`config.mk`:
```
export PLATFORM = sky130hd
export DESIGN_NAME = page_frame_pool_manager
export DESIGN_NICKNAME = d
export VERILOG_FILES = /design/src/hw/rtl/pfpm_pkg.sv /design/src/hw/rtl/page_frame_pool_manager.sv /design/src/hw/rtl/pfpm_lru.sv /design/src/hw/rtl/pfpm_meta.sv
export VERILOG_INCLUDE_DIRS = /design/src /design/src/hw/rtl
export SDC_FILE = /design/constraint.sdc
export NUM_CORES = 1
export LEC_CHECK = 0
export BUFFER_PORTS_ARGS = -buffer_cell sky130_fd_sc_hd__clkbuf_2
export CORE_ASPECT_RATIO = 1.2
export CORE_MARGIN = 5
export CORE_UTILIZATION = 40
export CTS_BUF_LIST = sky130_fd_sc_hd__clkbuf_16
export DETAILED_ROUTE_END_ITERATION = 6
export GPL_TIMING_DRIVEN = 0
export PLACE_DENSITY = 0.64
export SYNTH_ARGS = -nofsm -noshare
export SYNTH_HDL_FRONTEND = slang
export SYNTH_SLANG_ARGS = --single-unit
```
`constraint.sdc`:
```
create_clock -name i_clk -period 7 [get_ports i_clk]
set_input_delay 1.05 -clock i_clk [delete_from_list [all_inputs] [get_ports i_clk]]
set_output_delay 1.05 -clock i_clk [all_outputs]
set_load 0.02 [all_outputs]
```
`src/hw/rtl/page_frame_pool_manager_defines.svh`:
```
// Assertion macros for the page frame pool manager.
`ifndef PAGE_FRAME_POOL_MANAGER_DEFINES_SVH
`define PAGE_FRAME_POOL_MANAGER_DEFINES_SVH
`ifndef SYNTH
`define PFPM_ASSERT_IMPL(label, clk, rst_n, a, c) \
    label: assert property (@(posedge clk) disable iff (!rst_n) (a) |-> (c)) \
        else $error("assertion failed");
`define PFPM_ASSERT_NEXT(label, clk, rst_n, a, c) \
    label: assert property (@(posedge clk) disable iff (!rst_n) (a) |=> (c)) \
        else $error("assertion failed");
`else
`define PFPM_ASSERT_IMPL(label, clk, rst_n, a, c)
`define PFPM_ASSERT_NEXT(label, clk, rst_n, a, c)
`endif
`endif

```
`src/hw/rtl/pfpm_pkg.sv`:
```
// Shared types and constants for the page frame pool manager.
package pfpm_pkg;
    localparam int FRAMES = 16;
    localparam int PAGE_ID_BITS = 20;
    localparam int PIN_BITS = 8;
    localparam int FB = $clog2(FRAMES);
    localparam int CB = $clog2(FRAMES + 1);

    localparam logic [2:0] REQ_FETCH = 3'd0;
    localparam logic [2:0] REQ_NEW = 3'd1;
    localparam logic [2:0] REQ_DELETE = 3'd2;
    localparam logic [2:0] REQ_UNPIN = 3'd3;
    localparam logic [2:0] REQ_FLUSH = 3'd4;

    localparam logic [2:0] ST_OK = 3'd0;
    localparam logic [2:0] ST_NOT_RES = 3'd1;
    localparam logic [2:0] ST_PINNED = 3'd2;
    localparam logic [2:0] ST_UNPINNED = 3'd3;
    localparam logic [2:0] ST_NO_FRAME = 3'd4;
    localparam logic [2:0] ST_PIN_OVF = 3'd5;

    typedef enum logic [2:0] {
        S_IDLE, S_LOOK, S_DECIDE, S_LRU, S_DONE
    } t_state;

    // one operation on the LRU list
    typedef struct packed {
        logic          ins;
        logic          rem;
        logic [FB-1:0] frame;
    } t_lru_op;
endpackage

```
`src/hw/rtl/page_frame_pool_manager.sv`:
```
// Top level of the page frame pool manager.
// A request passes through a scan of all frames, a decide step (with an extra step when an
// LRU victim's metadata is read), the LRU pass and a finish step before o_valid goes high.
// One request at a time: busy drops in the o_valid cycle, so the next request can be taken
// there. The receiver cannot stall.
// Reset (synchronous, active low) empties the pool and refills the free queue.
`include "page_frame_pool_manager_defines.svh"
module page_frame_pool_manager import pfpm_pkg::*; (
    input  logic                    i_clk,
    input  logic                    i_rst_n,
    input  logic                    start,
    output logic                    busy,
    input  logic [2:0]              i_req_type,
    input  logic [PAGE_ID_BITS-1:0] i_page_id,
    input  logic                    i_mark_dirty,
    output logic                    o_valid,
    output logic [2:0]              o_status,
    output logic [3:0]              o_frame,
    output logic                    o_write_valid,
    output logic [PAGE_ID_BITS-1:0] o_write_page_id,
    output logic [3:0]              o_write_frame,
    output logic                    o_load_page,
    output logic                    o_dealloc_page
);
    t_state r_state, n_state;
    logic [2:0] r_req;
    logic [PAGE_ID_BITS-1:0] r_pid;
    logic r_md;
    logic [CB-1:0] r_scan;      // frame address being issued
    logic r_hit;
    logic [FB-1:0] r_hf;
    logic [PIN_BITS-1:0] r_hpins;
    logic r_hdirty;
    logic [PAGE_ID_BITS-1:0] r_htag;
    logic [CB-1:0] r_cnt_q;     // address whose read data is on the bus
    logic r_qv;

    // free queue in flops-addressed memory
    logic [FB-1:0] fq [FRAMES];
    logic [FB-1:0] r_fhead;
    logic [CB-1:0] r_fcount;
    logic [FB-1:0] r_fq_q;
    logic [FRAMES-1:0] r_fq_init;  // entry not yet written since reset

    // metadata port
    logic [FB-1:0] m_raddr;
    logic [PAGE_ID_BITS-1:0] m_tag;
    logic [PIN_BITS-1:0] m_pins;
    logic m_valid, m_dirty, m_we, m_wvalid, m_wdirty;
    logic [FB-1:0] m_waddr;
    logic [PAGE_ID_BITS-1:0] m_wtag;
    logic [PIN_BITS-1:0] m_wpins;

    logic lru_go, lru_busy;
    t_lru_op lru_op;
    logic [FB-1:0] lru_old;
    logic [CB-1:0] lru_cnt;

    // result registers
    logic [2:0] r_st;
    logic [FB-1:0] r_fr, r_wf;
    logic r_wv, r_ld, r_dl, r_out;
    logic [PAGE_ID_BITS-1:0] r_wp;
    logic r_victim;  // need to read victim metadata

    logic d_need_victim;
    logic dec_fire;

    pfpm_meta u_meta (
        .i_clk, .i_rst_n, .i_raddr(m_raddr), .o_tag(m_tag), .o_pins(m_pins),
        .o_valid(m_valid), .o_dirty(m_dirty), .i_we(m_we), .i_waddr(m_waddr),
        .i_tag(m_wtag), .i_pins(m_wpins), .i_valid(m_wvalid), .i_dirty(m_wdirty)
    );
    pfpm_lru u_lru (
        .i_clk, .i_rst_n, .i_go(lru_go), .i_op(lru_op), .o_busy(lru_busy),
        .o_oldest(lru_old), .o_count(lru_cnt)
    );

    assign busy = (r_state != S_IDLE);
    // present the victim address while r_victim is still low so its data is
    // on the bus once r_victim is set
    assign m_raddr = (r_state == S_DECIDE && d_need_victim) ? lru_old : r_scan[FB-1:0];

    always_ff @(posedge i_clk) begin
        r_fq_q <= r_fq_init[r_fhead] ? r_fhead : fq[r_fhead];
    end

    // next state
    always_comb begin
        n_state = r_state;
        case (r_state)
            S_IDLE:   if (start) n_state = S_LOOK;
            S_LOOK:   if (r_qv && r_cnt_q == CB'(FRAMES - 1)) n_state = S_DECIDE;
            S_DECIDE: if (dec_fire) n_state = S_LRU;
            S_LRU:    if (!lru_busy) n_state = S_DONE;
            S_DONE:   n_state = S_IDLE;
            default:  n_state = S_IDLE;
        endcase
    end

    // decision, evaluated in S_DECIDE
    always_comb begin
        d_need_victim = (r_req == REQ_FETCH || r_req == REQ_NEW) && !r_hit
                        && r_fcount == '0 && lru_cnt != '0;
    end

    always_ff @(posedge i_clk) begin
        if (!i_rst_n) begin
            r_state <= S_IDLE;
            r_out <= 1'b0;
            r_fhead <= '0;
            r_fcount <= CB'(FRAMES);
            r_fq_init <= '1;
            r_victim <= 1'b0;
            r_qv <= 1'b0;
        end else begin
            r_state <= n_state;
            r_out <= (r_state == S_DONE);
            case (r_state)
                S_IDLE: if (start) begin
                    r_req <= i_req_type;
                    r_pid <= i_page_id;
                    r_md <= i_mark_dirty;
                    r_scan <= '0;
                    r_hit <= 1'b0;
                    r_qv <= 1'b0;
                    r_victim <= 1'b0;
                    r_st <= ST_NOT_RES;
                    r_fr <= '0; r_wf <= '0; r_wp <= '0;
                    r_wv <= 1'b0; r_ld <= 1'b0; r_dl <= 1'b0;
                end
                S_LOOK: begin
                    if (r_scan < CB'(FRAMES)) r_scan <= r_scan + 1'b1;
                    r_qv <= r_scan < CB'(FRAMES);
                    r_cnt_q <= r_scan;
                    if (r_qv && m_valid && m_tag == r_pid && !r_hit) begin
                        r_hit <= 1'b1;
                        r_hf <= r_cnt_q[FB-1:0];
                        r_hpins <= m_pins;
                        r_hdirty <= m_dirty;
                        r_htag <= m_tag;
                    end
                    if (r_qv && r_cnt_q == CB'(FRAMES - 1)) r_victim <= 1'b0;
                end
                S_DECIDE: begin
                    if (d_need_victim && !r_victim) begin
                        r_victim <= 1'b1;   // wait for the victim read
                    end else begin
                        r_victim <= 1'b0;
                        if (r_req > REQ_FLUSH) r_st <= ST_NOT_RES;
                        else if (r_req == REQ_FETCH || r_req == REQ_NEW) begin
                            if (r_hit) begin
                                if (r_req == REQ_NEW) r_st <= ST_PINNED;
                                else if (&r_hpins) r_st <= ST_PIN_OVF;
                                else begin r_st <= ST_OK; r_fr <= r_hf; end
                            end else if (r_fcount != '0) begin
                                r_st <= ST_OK; r_fr <= r_fq_q;
                                r_ld <= (r_req == REQ_FETCH);
                                r_fhead <= r_fhead + 1'b1;
                                r_fcount <= r_fcount - 1'b1;
                            end else if (r_victim) begin
                                r_st <= ST_OK; r_fr <= lru_old;
                                r_ld <= (r_req == REQ_FETCH);
                                r_wv <= m_dirty;
                                r_wp <= m_dirty ? m_tag : '0;
                                r_wf <= m_dirty ? lru_old : '0;
                            end else r_st <= ST_NO_FRAME;
                        end else if (r_req == REQ_DELETE) begin
                            if (!r_hit) begin r_st <= ST_OK; r_dl <= 1'b1; end
                            else if (r_hpins != '0) r_st <= ST_PINNED;
                            else begin
                                r_st <= ST_OK; r_fr <= r_hf; r_dl <= 1'b1;
                                fq[r_fhead + r_fcount[FB-1:0]] <= r_hf;
                                r_fq_init[r_fhead + r_fcount[FB-1:0]] <= 1'b0;
                                r_fcount <= r_fcount + 1'b1;
                            end
                        end else if (!r_hit) r_st <= ST_NOT_RES;
                        else if (r_req == REQ_UNPIN) begin
                            if (r_hpins == '0) r_st <= ST_UNPINNED;
                            else begin r_st <= ST_OK; r_fr <= r_hf; end
                        end else begin
                            r_st <= ST_OK; r_fr <= r_hf;
                            r_wv <= 1'b1; r_wp <= r_htag; r_wf <= r_hf;
                        end
                    end
                end
                default: ;
            endcase
        end
    end

    // metadata write and LRU op, issued on the final S_DECIDE cycle
    assign dec_fire = (r_state == S_DECIDE) && !(d_need_victim && !r_victim);
    always_comb begin
        m_we = 1'b0; m_waddr = r_hf; m_wtag = r_htag; m_wpins = r_hpins;
        m_wvalid = 1'b1; m_wdirty = r_hdirty;
        lru_go = 1'b0; lru_op = '{ins: 1'b0, rem: 1'b0, frame: r_hf};
        if (dec_fire && r_req <= REQ_FLUSH) begin
            if (r_req == REQ_FETCH || r_req == REQ_NEW) begin
                if (r_hit) begin
                    if (r_req == REQ_FETCH && !(&r_hpins)) begin
                        m_we = 1'b1; m_wpins = r_hpins + 1'b1;
                        lru_go = 1'b1; lru_op.rem = 1'b1;
                    end
                end else if (r_fcount != '0 || r_victim) begin
                    m_we = 1'b1;
                    m_waddr = (r_fcount != '0) ? r_fq_q : lru_old;
                    m_wtag = r_pid; m_wpins = PIN_BITS'(1); m_wdirty = 1'b0;
                    if (r_fcount == '0) begin
                        lru_go = 1'b1; lru_op.rem = 1'b1; lru_op.frame = lru_old;
                    end
                end
            end else if (r_req == REQ_DELETE) begin
                if (r_hit && r_hpins == '0) begin
                    m_we = 1'b1; m_wvalid = 1'b0; m_wdirty = 1'b0; m_wpins = '0;
                    lru_go = 1'b1; lru_op.rem = 1'b1;
                end
            end else if (r_hit && r_req == REQ_UNPIN) begin
                if (r_hpins != '0) begin
                    m_we = 1'b1; m_wpins = r_hpins - 1'b1;
                    m_wdirty = r_hdirty | r_md;
                    if (r_hpins == PIN_BITS'(1)) begin
                        lru_go = 1'b1; lru_op.ins = 1'b1;
                    end
                end
            end else if (r_hit) begin
                m_we = 1'b1; m_wdirty = 1'b0;
            end
        end
    end

    assign o_valid = r_out;
    assign o_status = r_st;
    assign o_frame = 4'(r_fr);
    assign o_write_valid = r_wv;
    assign o_write_page_id = r_wp;
    assign o_write_frame = 4'(r_wf);
    assign o_load_page = r_ld;
    assign o_dealloc_page = r_dl;

    // checks
    `PFPM_ASSERT_IMPL(a_out_idle, i_clk, i_rst_n, r_out, r_state == S_IDLE)
    `PFPM_ASSERT_IMPL(a_fcount_max, i_clk, i_rst_n, 1'b1, r_fcount <= CB'(FRAMES))
    `PFPM_ASSERT_NEXT(a_start_busy, i_clk, i_rst_n, start && !busy, busy)
endmodule

```
`src/hw/rtl/pfpm_lru.sv`:
```
// LRU order of unpinned frames: a memory with a shifting pass that removes or appends a frame.
module pfpm_lru import pfpm_pkg::*; (
    input  logic          i_clk,
    input  logic          i_rst_n,
    input  logic          i_go,
    input  t_lru_op       i_op,
    output logic          o_busy,
    output logic [FB-1:0] o_oldest,
    output logic [CB-1:0] o_count
);
    logic [FB-1:0] mem [FRAMES];
    logic [CB-1:0] r_count, r_rd, r_wr;
    logic [FB-1:0] r_frame;
    logic          r_run, r_ins, r_found;
    logic [FB-1:0] r_q;
    logic          r_qv;

    assign o_count = r_count;
    assign o_busy = r_run | i_go;

    // head entry is read whenever idle
    always_ff @(posedge i_clk) begin
        if (r_run) r_q <= mem[r_rd[FB-1:0]];
        else       r_q <= mem[0];
        if (r_qv && r_q != r_frame) mem[r_wr[FB-1:0]] <= r_q;
        else if (r_run && !r_qv && r_rd == r_count && r_ins && !r_found
                 && r_wr < CB'(FRAMES)) mem[r_wr[FB-1:0]] <= r_frame;
    end
    assign o_oldest = r_q;

    always_ff @(posedge i_clk) begin
        if (!i_rst_n) begin
            r_count <= '0;
            r_run <= 1'b0;
            r_qv <= 1'b0;
        end else if (i_go) begin
            r_run <= 1'b1;
            r_rd <= '0;
            r_wr <= '0;
            r_frame <= i_op.frame;
            r_ins <= i_op.ins;
            r_found <= 1'b0;
            r_qv <= 1'b0;
        end else if (r_run) begin
            // pipeline: read at r_rd, compact-write the previous read
            if (r_qv) begin
                if (r_q != r_frame) r_wr <= r_wr + 1'b1;
                else r_found <= 1'b1;
            end
            if (r_rd < r_count) begin
                r_rd <= r_rd + 1'b1;
                r_qv <= 1'b1;
            end else if (r_qv) begin
                r_qv <= 1'b0;
            end else begin
                r_run <= 1'b0;
                if (r_ins && !r_found && r_wr < CB'(FRAMES)) r_count <= r_wr + 1'b1;
                else if (r_ins) r_count <= r_count;
                else r_count <= r_wr;
            end
        end
    end
endmodule

```
`src/hw/rtl/pfpm_meta.sv`:
```
// Frame metadata store: tag, valid, pins and dirty per frame.
module pfpm_meta import pfpm_pkg::*; (
    input  logic                    i_clk,
    input  logic                    i_rst_n,
    input  logic [FB-1:0]           i_raddr,
    output logic [PAGE_ID_BITS-1:0] o_tag,
    output logic [PIN_BITS-1:0]     o_pins,
    output logic                    o_valid,
    output logic                    o_dirty,
    input  logic                    i_we,
    input  logic [FB-1:0]           i_waddr,
    input  logic [PAGE_ID_BITS-1:0] i_tag,
    input  logic [PIN_BITS-1:0]     i_pins,
    input  logic                    i_valid,
    input  logic                    i_dirty
);
    logic [PAGE_ID_BITS+PIN_BITS:0] mem [FRAMES];
    logic [FRAMES-1:0] r_valid;
    logic [PAGE_ID_BITS+PIN_BITS:0] r_q;
    logic r_v;

    always_ff @(posedge i_clk) begin
        if (i_we) mem[i_waddr] <= {i_tag, i_pins, i_dirty};
        r_q <= mem[i_raddr];
    end
    always_ff @(posedge i_clk) begin
        if (!i_rst_n) r_valid <= '0;
        else if (i_we) r_valid[i_waddr] <= i_valid;
        r_v <= r_valid[i_raddr] && !(!i_rst_n);
    end
    assign o_valid = r_v;
    assign o_tag = r_q[PAGE_ID_BITS+PIN_BITS:PIN_BITS+1];
    assign o_pins = r_v ? r_q[PIN_BITS:1] : '0;
    assign o_dirty = r_v ? r_q[0] : 1'b0;
endmodule
```
; ---- Word-level counts from Yosys, hierarchy flattened
; Memories as Yosys holds them, arrays and structs flattened. A register that Yosys moved wholly into a read port is not among the register bits.
; Index checks and enable logic that the tools add are counted.
[classes]
n_addsub = 9
magnitude_cmp = 11
eq_ne = 42
mux = 203
n_bitwise = 15
n_reduce_logical = 74
[ops]
columns = operator, n
row1 = 20-bit 2-to-1 mux, 15
row2 = 4-bit 2-to-1 mux, 41
row3 = 1-bit 2-to-1 mux, 86
row4 = 5-bit 2-to-1 mux, 17
row5 = 8-bit 2-to-1 mux, 9
row6 = 3-bit 2-to-1 mux, 15
row7 = 20-bit one-hot mux with 2 select lines, 1
row8 = 8-bit AND reduction, 4
row9 = 2-bit inequality test (second input constant), 13
row10 = 1-bit logical AND, 25
row11 = 4-bit AND reduction, 6
row12 = 11-bit AND reduction, 2
row13 = 5-bit by 1-bit adder with 5-bit output (second input constant), 4
row14 = 20-bit == test, 1
row15 = 4-bit by 5-bit less-than comparator with 1-bit output (second input constant), 4
row16 = 3-bit inequality test (second input constant), 6
row17 = 16-bit AND, 1
row18 = 16-bit bitwise mux, 1
row19 = 16-bit NOT, 1
row20 = 4-bit one-hot mux with 2 select lines, 2
row21 = 2-bit nonzero test, 8
row22 = 3-bit by 2-bit == test with 1-bit output (second input constant), 4
row23 = 4-bit inequality test (second input constant), 3
row24 = 3-bit one-hot mux with 4 select lines, 1
row25 = 44 further kinds, 84
[totals]
register_bits = 181
mem_bits_rw = 592
in_bits = 27
output_inout_bits = 36
n_memories = 3
[memory_table]
columns = memory, words, width, read_ports, rd_clocked_by_memory_dff, wr, line
row1 = u_meta.mem, 16, 29, 1, 1, 1, pfpm_meta.sv:17  ; logic [PAGE_ID_BITS+PIN_BITS:0] mem [FRAMES];
row2 = fq, 16, 4, 1, 1, 1, page_frame_pool_manager.sv:39  ; logic [FB-1:0] fq [FRAMES];
row3 = u_lru.mem, 16, 4, 2, 1, 1, pfpm_lru.sv:11  ; logic [FB-1:0] mem [FRAMES];

; ---- Logic depth before layout (Yosys ltp)
[depth]
depth_word = 15
depth_mapped = 12

; ---- Cells and area by module
; From an unflattened synthesis, not the netlist that was laid out.
[unflattened]
hier_cells = 1860
hier_area_um2 = 32777.7
[modules_own_cells]
columns = mod, instances, cells_each, area_each_um2, seq_area_each_um2
row1 = pfpm_meta, 1, 872, 18969.4, 14854.2
row2 = page_frame_pool_manager, 1, 724, 9624.2, 5765.5
row3 = pfpm_lru, 1, 264, 4184.0, 2702.6

; ---- Least setup slack after synthesis
; OpenSTA, ideal clock, no wires.
[synth_path]
path_kind = register -> register
start = register r_fcount[0]
end = memory u_meta.mem[0][0] (netlist name), enable pin
setup_ns = 0.456
arrival_ns = 4.124
t_required_ns = 6.544
slack_ns = 2.420
path_stages_with_launch = 8
synth_period_minus_slack_ns = 4.580
path_cell_list = dfxtp_1 or4_4 nor2_4 buf_4 mux2_2 mux2i_4 nand3_1 nor3_1
[synth_via]
elab_chain_len = 10
elab_cells_between_ends = 20
[synth_rtl]
columns = item, line
row1 = from (decl), page_frame_pool_manager.sv:41  ; logic [CB-1:0] r_fcount;
row2 = from (signal assigned), page_frame_pool_manager.sv:112  ; r_fcount <= CB'(FRAMES);
row3 = from (signal assigned), page_frame_pool_manager.sv:160  ; r_fcount <= r_fcount - 1'b1;
row4 = from (signal assigned), page_frame_pool_manager.sv:175  ; r_fcount <= r_fcount + 1'b1;
row5 = 5-bit logical NOT, page_frame_pool_manager.sv:104  ; && r_fcount == '0 && lru_cnt != '0;
row6 = 1-bit logical AND (2 in series), page_frame_pool_manager.sv:104
row7 = 1-bit logical AND, page_frame_pool_manager.sv:193  ; assign dec_fire = (r_state == S_DECIDE) && !(d_need_victim && !r_victim);
row8 = 1-bit logical NOT, page_frame_pool_manager.sv:193
row9 = 1-bit logical AND, page_frame_pool_manager.sv:193
row10 = 1-bit logical AND, page_frame_pool_manager.sv:198  ; if (dec_fire && r_req <= REQ_FLUSH) begin
row11 = 1-bit 2-to-1 mux, page_frame_pool_manager.sv:198
row12 = 1-bit 2-to-1 mux, pfpm_meta.sv:23  ; if (i_we) mem[i_waddr] <= {i_tag, i_pins, i_dirty};
row13 = 1-bit 2-to-1 mux (not written as such), pfpm_meta.sv:23
row14 = to (decl), pfpm_meta.sv:17
; Parallel ways exist; a longest one is shown, timed or not.

; ---- Worst setup path in the final report
[layout_path]
start = register r_req[0]
end = memory u_meta.mem[3][16] (netlist name), enable pin
[layout_via]
elab_chain_len = 12
elab_cells_between_ends = 25
[layout_rtl]
columns = item, line
row1 = from (decl), page_frame_pool_manager.sv:26  ; logic [2:0] r_req;
row2 = from (signal assigned), page_frame_pool_manager.sv:121  ; r_req <= i_req_type;
row3 = 3-bit by 1-bit == test with 1-bit output / 3-bit logical NOT (equally long branches), "page_frame_pool_manager.sv:103, page_frame_pool_manager.sv:199, page_frame_pool_manager.sv:201"
row4 = 1-bit logical OR, "page_frame_pool_manager.sv:103, page_frame_pool_manager.sv:199"
row5 = 1-bit logical AND, page_frame_pool_manager.sv:103  ; d_need_victim = (r_req == REQ_FETCH || r_req == REQ_NEW) && !r_hit
row6 = 1-bit logical AND (2 in series), page_frame_pool_manager.sv:104
row7 = 1-bit logical AND, page_frame_pool_manager.sv:193
row8 = 1-bit logical NOT, page_frame_pool_manager.sv:193
row9 = 1-bit logical AND, page_frame_pool_manager.sv:193
row10 = 1-bit logical AND, page_frame_pool_manager.sv:198
row11 = 1-bit 2-to-1 mux, page_frame_pool_manager.sv:198
row12 = 1-bit 2-to-1 mux, pfpm_meta.sv:23
row13 = 1-bit 2-to-1 mux (not written as such), pfpm_meta.sv:23
; Parallel ways exist; a longest one is shown, timed or not.

==> results.txt <==
The first-pass GRT wire length was 121.7 mm; the number of max-cap violations was 0. Dividing the detail-routed wire length by the instance count gives 24.73 um. Among all flip-flop cells after synthesis, the most frequent one is sky130_fd_sc_hd__edfxtp_1. The launching point of the worst reg2reg path was r_req[0].

Entering global routing, the biggest net connects 22 pins. For the proportion of power drawn by the clock network, the log shows 0.450. The fraction of power spent switching nets was 0.2118; the routability congestion estimate from global placement was 0.8500.

The max-slew violation count is 0, and the clock-pin slew on the worst setup and hold paths is 0.06 ns. The netlist area before placement is 32670 um^2. In this run, distinct cell masters in the synthesized netlist total 80.

TritonCTS created 81 clock buffers. The actual transition at the worst max-transition pin is 1.317 ns, and the number of nets produced by synthesis is 2066. The synthesized area divided by synthesized cell count was 16.21 um^2; the number of fill cells in the layout was 6737.

STA puts the critical path data required time at 7.35 ns. For hold timing, the worst endpoint is r_hf[0]. Kind of end point of the critical path: a flip-flop.

The critical path is of the flip-flop to flip-flop type. The count of nets left with antenna violations once routing finished came out at 0. The synthesis-to-finish area growth was 16.52%. Setup repair after global routing left no endpoint under its margin. The remaining routing DRC violations came out at 0. The cell chosen for the clock root is sky130_fd_sc_hd__clkbuf_16. The power density relative to cell area was 276.0 nW/um^2; the routed wire length was 82.31 mm. The achievable clock frequency came out at 0.2438 GHz. The run gives 0.4040 as the initial standard-cell utilization of the core. The startpoint type of the worst setup path is a flip-flop.

The worst min-delay path startpoint is r_cnt_q[0]. Setup violations remaining at the end of the flow were counted as 0. The first routing iteration left 2037 violations. Horizontal die dimension: 270.9 um.

The worst-case vdd ir drop was 0.1498 mV; the share of power burned in combinational logic was 0.046. Counting cells, the worst reg-to-reg path comes to 10. STA puts the critical path data arrival time at 4.45 ns.

Worst slew slack as a fraction of its limit: 0.1219. The tools report the count of endpoints failing hold in the final timing report as 0. The routed layout has 18790 vias.

The run gives 0.504 as the part of the total power dissipated in sequential elements. Leakage power: 13.30 nW. Routing usage on met3: 0.03056. Summing all non-filler instances in the final layout gives an area of 38070 um^2. The met2 track demand over resource in global routing was 0.3148. Synthesis handed over a netlist of 2016 instances. Detailed placement finished with a half-perimeter wire length of 56.46 mm. CTS built an H-tree with a depth of 3.

Along the worst path, the maximum fanout reaches 10. The number of rows created at floorplan was 114; the fraction of the yosys area taken by sequential cells was 0.7138. The tools report the instance area at placement as 35120 um^2. The endpoint of the lowest-slack register-to-register path was u_meta.mem[3][16].

met2 is the most crowded layer. The flow ran to the end, and the final reports show no timing, DRC or antenna violations. The final worst-path cycle share is 0.5859, and the met1 routing resource usage after global routing is 0.2471. During placement, the flow inserted port buffers numbering 62. Once the clock tree was built, the setup fixing pass inserted 0 buffers.

The insertion delay to the later sink of the worst-skew pair is 0.65 ns. The final critical-path required period is 4.101 ns, and the number of nets in the final layout is 2267. For flop-to-flop paths, the worst setup slack is 2.90 ns.

The number of global-route vias before repair was 18770; the share of layout cells above drive strength 1 was 0.1864. For this run the aggregate overflow at the end of global routing stands at 0. Yosys printed 0 warnings. TritonCTS built the clock tree. The design internal power is 8.283 mW.

Async set-reset flop share out of synthesis: 0. The run gives 2.226 mW as the power spent charging and discharging nets. The count of inserted antenna diode cells was 0.

In this run the count of I/O pins placed on the die edge is 63. The synthesized flop and latch total works out to 810. The region available for standard cell placement spans 80880 um^2. The global router's overall resource usage came out at 0.1842. The number of enable flip-flop cells after synthesis works out to 710.

Clock skew on the completed layout was measured at 0.03275 ns. Number of antenna violations at the first check in global routing: 3. The die covers 87530 um^2. The chip height was 323.1 um.

The first TritonRoute pass finished after 6 iterations. Along the worst hold path, the cell count comes to 0. After detailed routing, the number of vias per cell comes to 5.643. The post-layout total power is 10.51 mW, and the total clock sinks is 810.

The path category of the worst min-delay check is flip-flop to flip-flop. The tools report the hold buffer count at CTS as 0. Once the clock tree was built, the resizer swapped 0 gates to a different size. The clock passes through at most 3 buffers.
placed cells by master, fill, tap and decap left out, drive strengths merged, types with 17 or more instances in the layout:
master,Yosys,final
ha,21,21
xor2,19,19
nand2,84,84
nor2,127,127
a21oi,28,28
nor3,24,24
mux4,45,45
mux2,41,41
nor4,20,20
clkbuf,43,190
a22oi,24,24
buf,59,115
clkinv,1,25
edfxtp,710,710
or4,33,33
o22ai,123,123
dfxtp,100,100
inv,22,39
bufinv,0,17
xnor2,30,30
mux2i,268,268
o21ai,39,39
nand3,22,22
cell type report:
type	count	area, um^2	share of cell area
Sequential cell	810	23320	0.6126
Clock buffer	85	2127	0.05587
Inverter	23	87.58	0.002301
Clock inverter	66	817.0	0.02146
Multi-Input combinational cell	1081	8855	0.2326
Timing Repair Buffer	118	1012	0.02659
Buffer	102	543.0	0.01426
Tap cell	1044	1306	0.03431
kinds of logic after synthesis:
family                     count (synthesis)  synth area share
AOI/OAI and AO/OA                        274           0.05484
muxes                                    354            0.1280
and+or+nand+nor                          381           0.06169
DFF                                      810            0.7138
xor gates and xnor gates                  49           0.01313
adders and majority gates                 23          0.009267
buffers and inverters                    125           0.01930
how the worst max path moves through the flow:
stage | to | start | depth (start not counted) | slack, ns
after global placement | u_meta.r_valid[0] | r_req[0] | 9 | -0.75
after CTS | u_meta.mem[3][11] | r_req[0] | 10 | 2.94
after detailed placement | u_meta.mem[3][16] | r_state[2] | 12 | 2.96
final | u_meta.mem[3][16] | r_req[0] | 10 | 2.90
after floorplan | u_meta.mem[0][0] | r_fcount[0] | 7 | 2.42
after global routing | u_meta.mem[3][17] | r_req[0] | 10 | 2.75
worst max-delay path, stage by stage (launching register included):
cell                       delay, ns
sky130_fd_sc_hd__edfxtp_1       0.41
sky130_fd_sc_hd__clkbuf_1       0.24
sky130_fd_sc_hd__o21ai_1        0.30
sky130_fd_sc_hd__nand2_2        0.16
sky130_fd_sc_hd__nor4_4         0.31
sky130_fd_sc_hd__buf_2          0.32
sky130_fd_sc_hd__mux2i_4        0.49
sky130_fd_sc_hd__nand3_1        0.29
sky130_fd_sc_hd__nor3_2         0.81
sky130_fd_sc_hd__buf_6          0.28
sky130_fd_sc_hd__buf_8          0.18
per-layer routing:
metal  up-vias  wire length [um]
met4         0              1820
met1      9619             33690
met5         -                 0
li1       8326                 -
met3       129              5782
met2       713             41020
flip-flops by register name, summed over array words and instances (netlist names), 5 cells and up, named ones only:
name             cells
r_htag              20
o_write_page_id     20
fq                  64
r_fcount             5
r_cnt_q              5
u_meta.r_valid      16
u_lru.mem           64
u_lru.r_wr           5
r_scan               5
u_lru.o_count        5
u_lru.r_rd           5
u_meta.mem         464
r_fq_init           16
u_meta.r_q          29
r_hpins              8
r_pid               20
metrics by stage:
step                      hold slack (ns)  utilization  instances  setup slack [ns]  TNS (ns)
final                              0.4472       0.4707       3329             2.899         0
after CTS                          0.4359       0.4706       3329             2.938         0
after floorplan                    0.4263            -       2016             2.420         0
after global routing               0.4577       0.4707       3329             2.754         0
after global placement             0.4304       0.4240       3122           -0.7523   -108.94
after detailed placement           0.4343       0.4342       3178             2.955         0
synthesized netlist by cell type (8+ instances only):
master | count | area [um^2]
sky130_fd_sc_hd__a211oi_1 | 8 | 60.06
sky130_fd_sc_hd__a21o_1 | 9 | 67.56
sky130_fd_sc_hd__a21oi_1 | 26 | 130.1
sky130_fd_sc_hd__a22oi_1 | 24 | 180.2
sky130_fd_sc_hd__and2_1 | 13 | 81.33
sky130_fd_sc_hd__buf_2 | 23 | 115.1
sky130_fd_sc_hd__buf_4 | 23 | 172.7
sky130_fd_sc_hd__clkbuf_1 | 43 | 161.4
sky130_fd_sc_hd__dfxtp_1 | 100 | 2002
sky130_fd_sc_hd__edfxtp_1 | 710 | 21320
sky130_fd_sc_hd__ha_1 | 21 | 262.8
sky130_fd_sc_hd__inv_1 | 22 | 82.58
sky130_fd_sc_hd__mux2_2 | 37 | 416.7
sky130_fd_sc_hd__mux2i_1 | 267 | 2673
sky130_fd_sc_hd__mux4_2 | 45 | 1013
sky130_fd_sc_hd__nand2_1 | 78 | 292.8
sky130_fd_sc_hd__nand2b_1 | 15 | 93.84
sky130_fd_sc_hd__nand3_1 | 22 | 110.1
sky130_fd_sc_hd__nand4_1 | 9 | 56.30
sky130_fd_sc_hd__nor2_1 | 124 | 465.5
sky130_fd_sc_hd__nor3_1 | 23 | 115.1
sky130_fd_sc_hd__nor4_1 | 11 | 68.82
sky130_fd_sc_hd__nor4_2 | 8 | 100.1
sky130_fd_sc_hd__o21ai_0 | 36 | 180.2
sky130_fd_sc_hd__o22ai_1 | 123 | 769.5
sky130_fd_sc_hd__or4_1 | 32 | 240.2
sky130_fd_sc_hd__xnor2_1 | 30 | 262.8
sky130_fd_sc_hd__xor2_1 | 19 | 166.4
power by group through the flow:
| stage | Combinational [mW] | Clock (mW) | Sequential [mW] |
|---|---|---|---|
| 2_1_floorplan | 0.289 | 0 | 5.40 |
| 3_3_place_gp | 0.467 | 0 | 5.40 |
| 3_5_place_dp | 0.480 | 0 | 5.40 |
| 4_1_cts | 0.483 | 4.80 | 5.30 |
| 5_1_grt | 0.512 | 5.01 | 5.30 |
| 6_report | 0.483 | 4.72 | 5.30 |
Power figures use the tool's default switching activity.
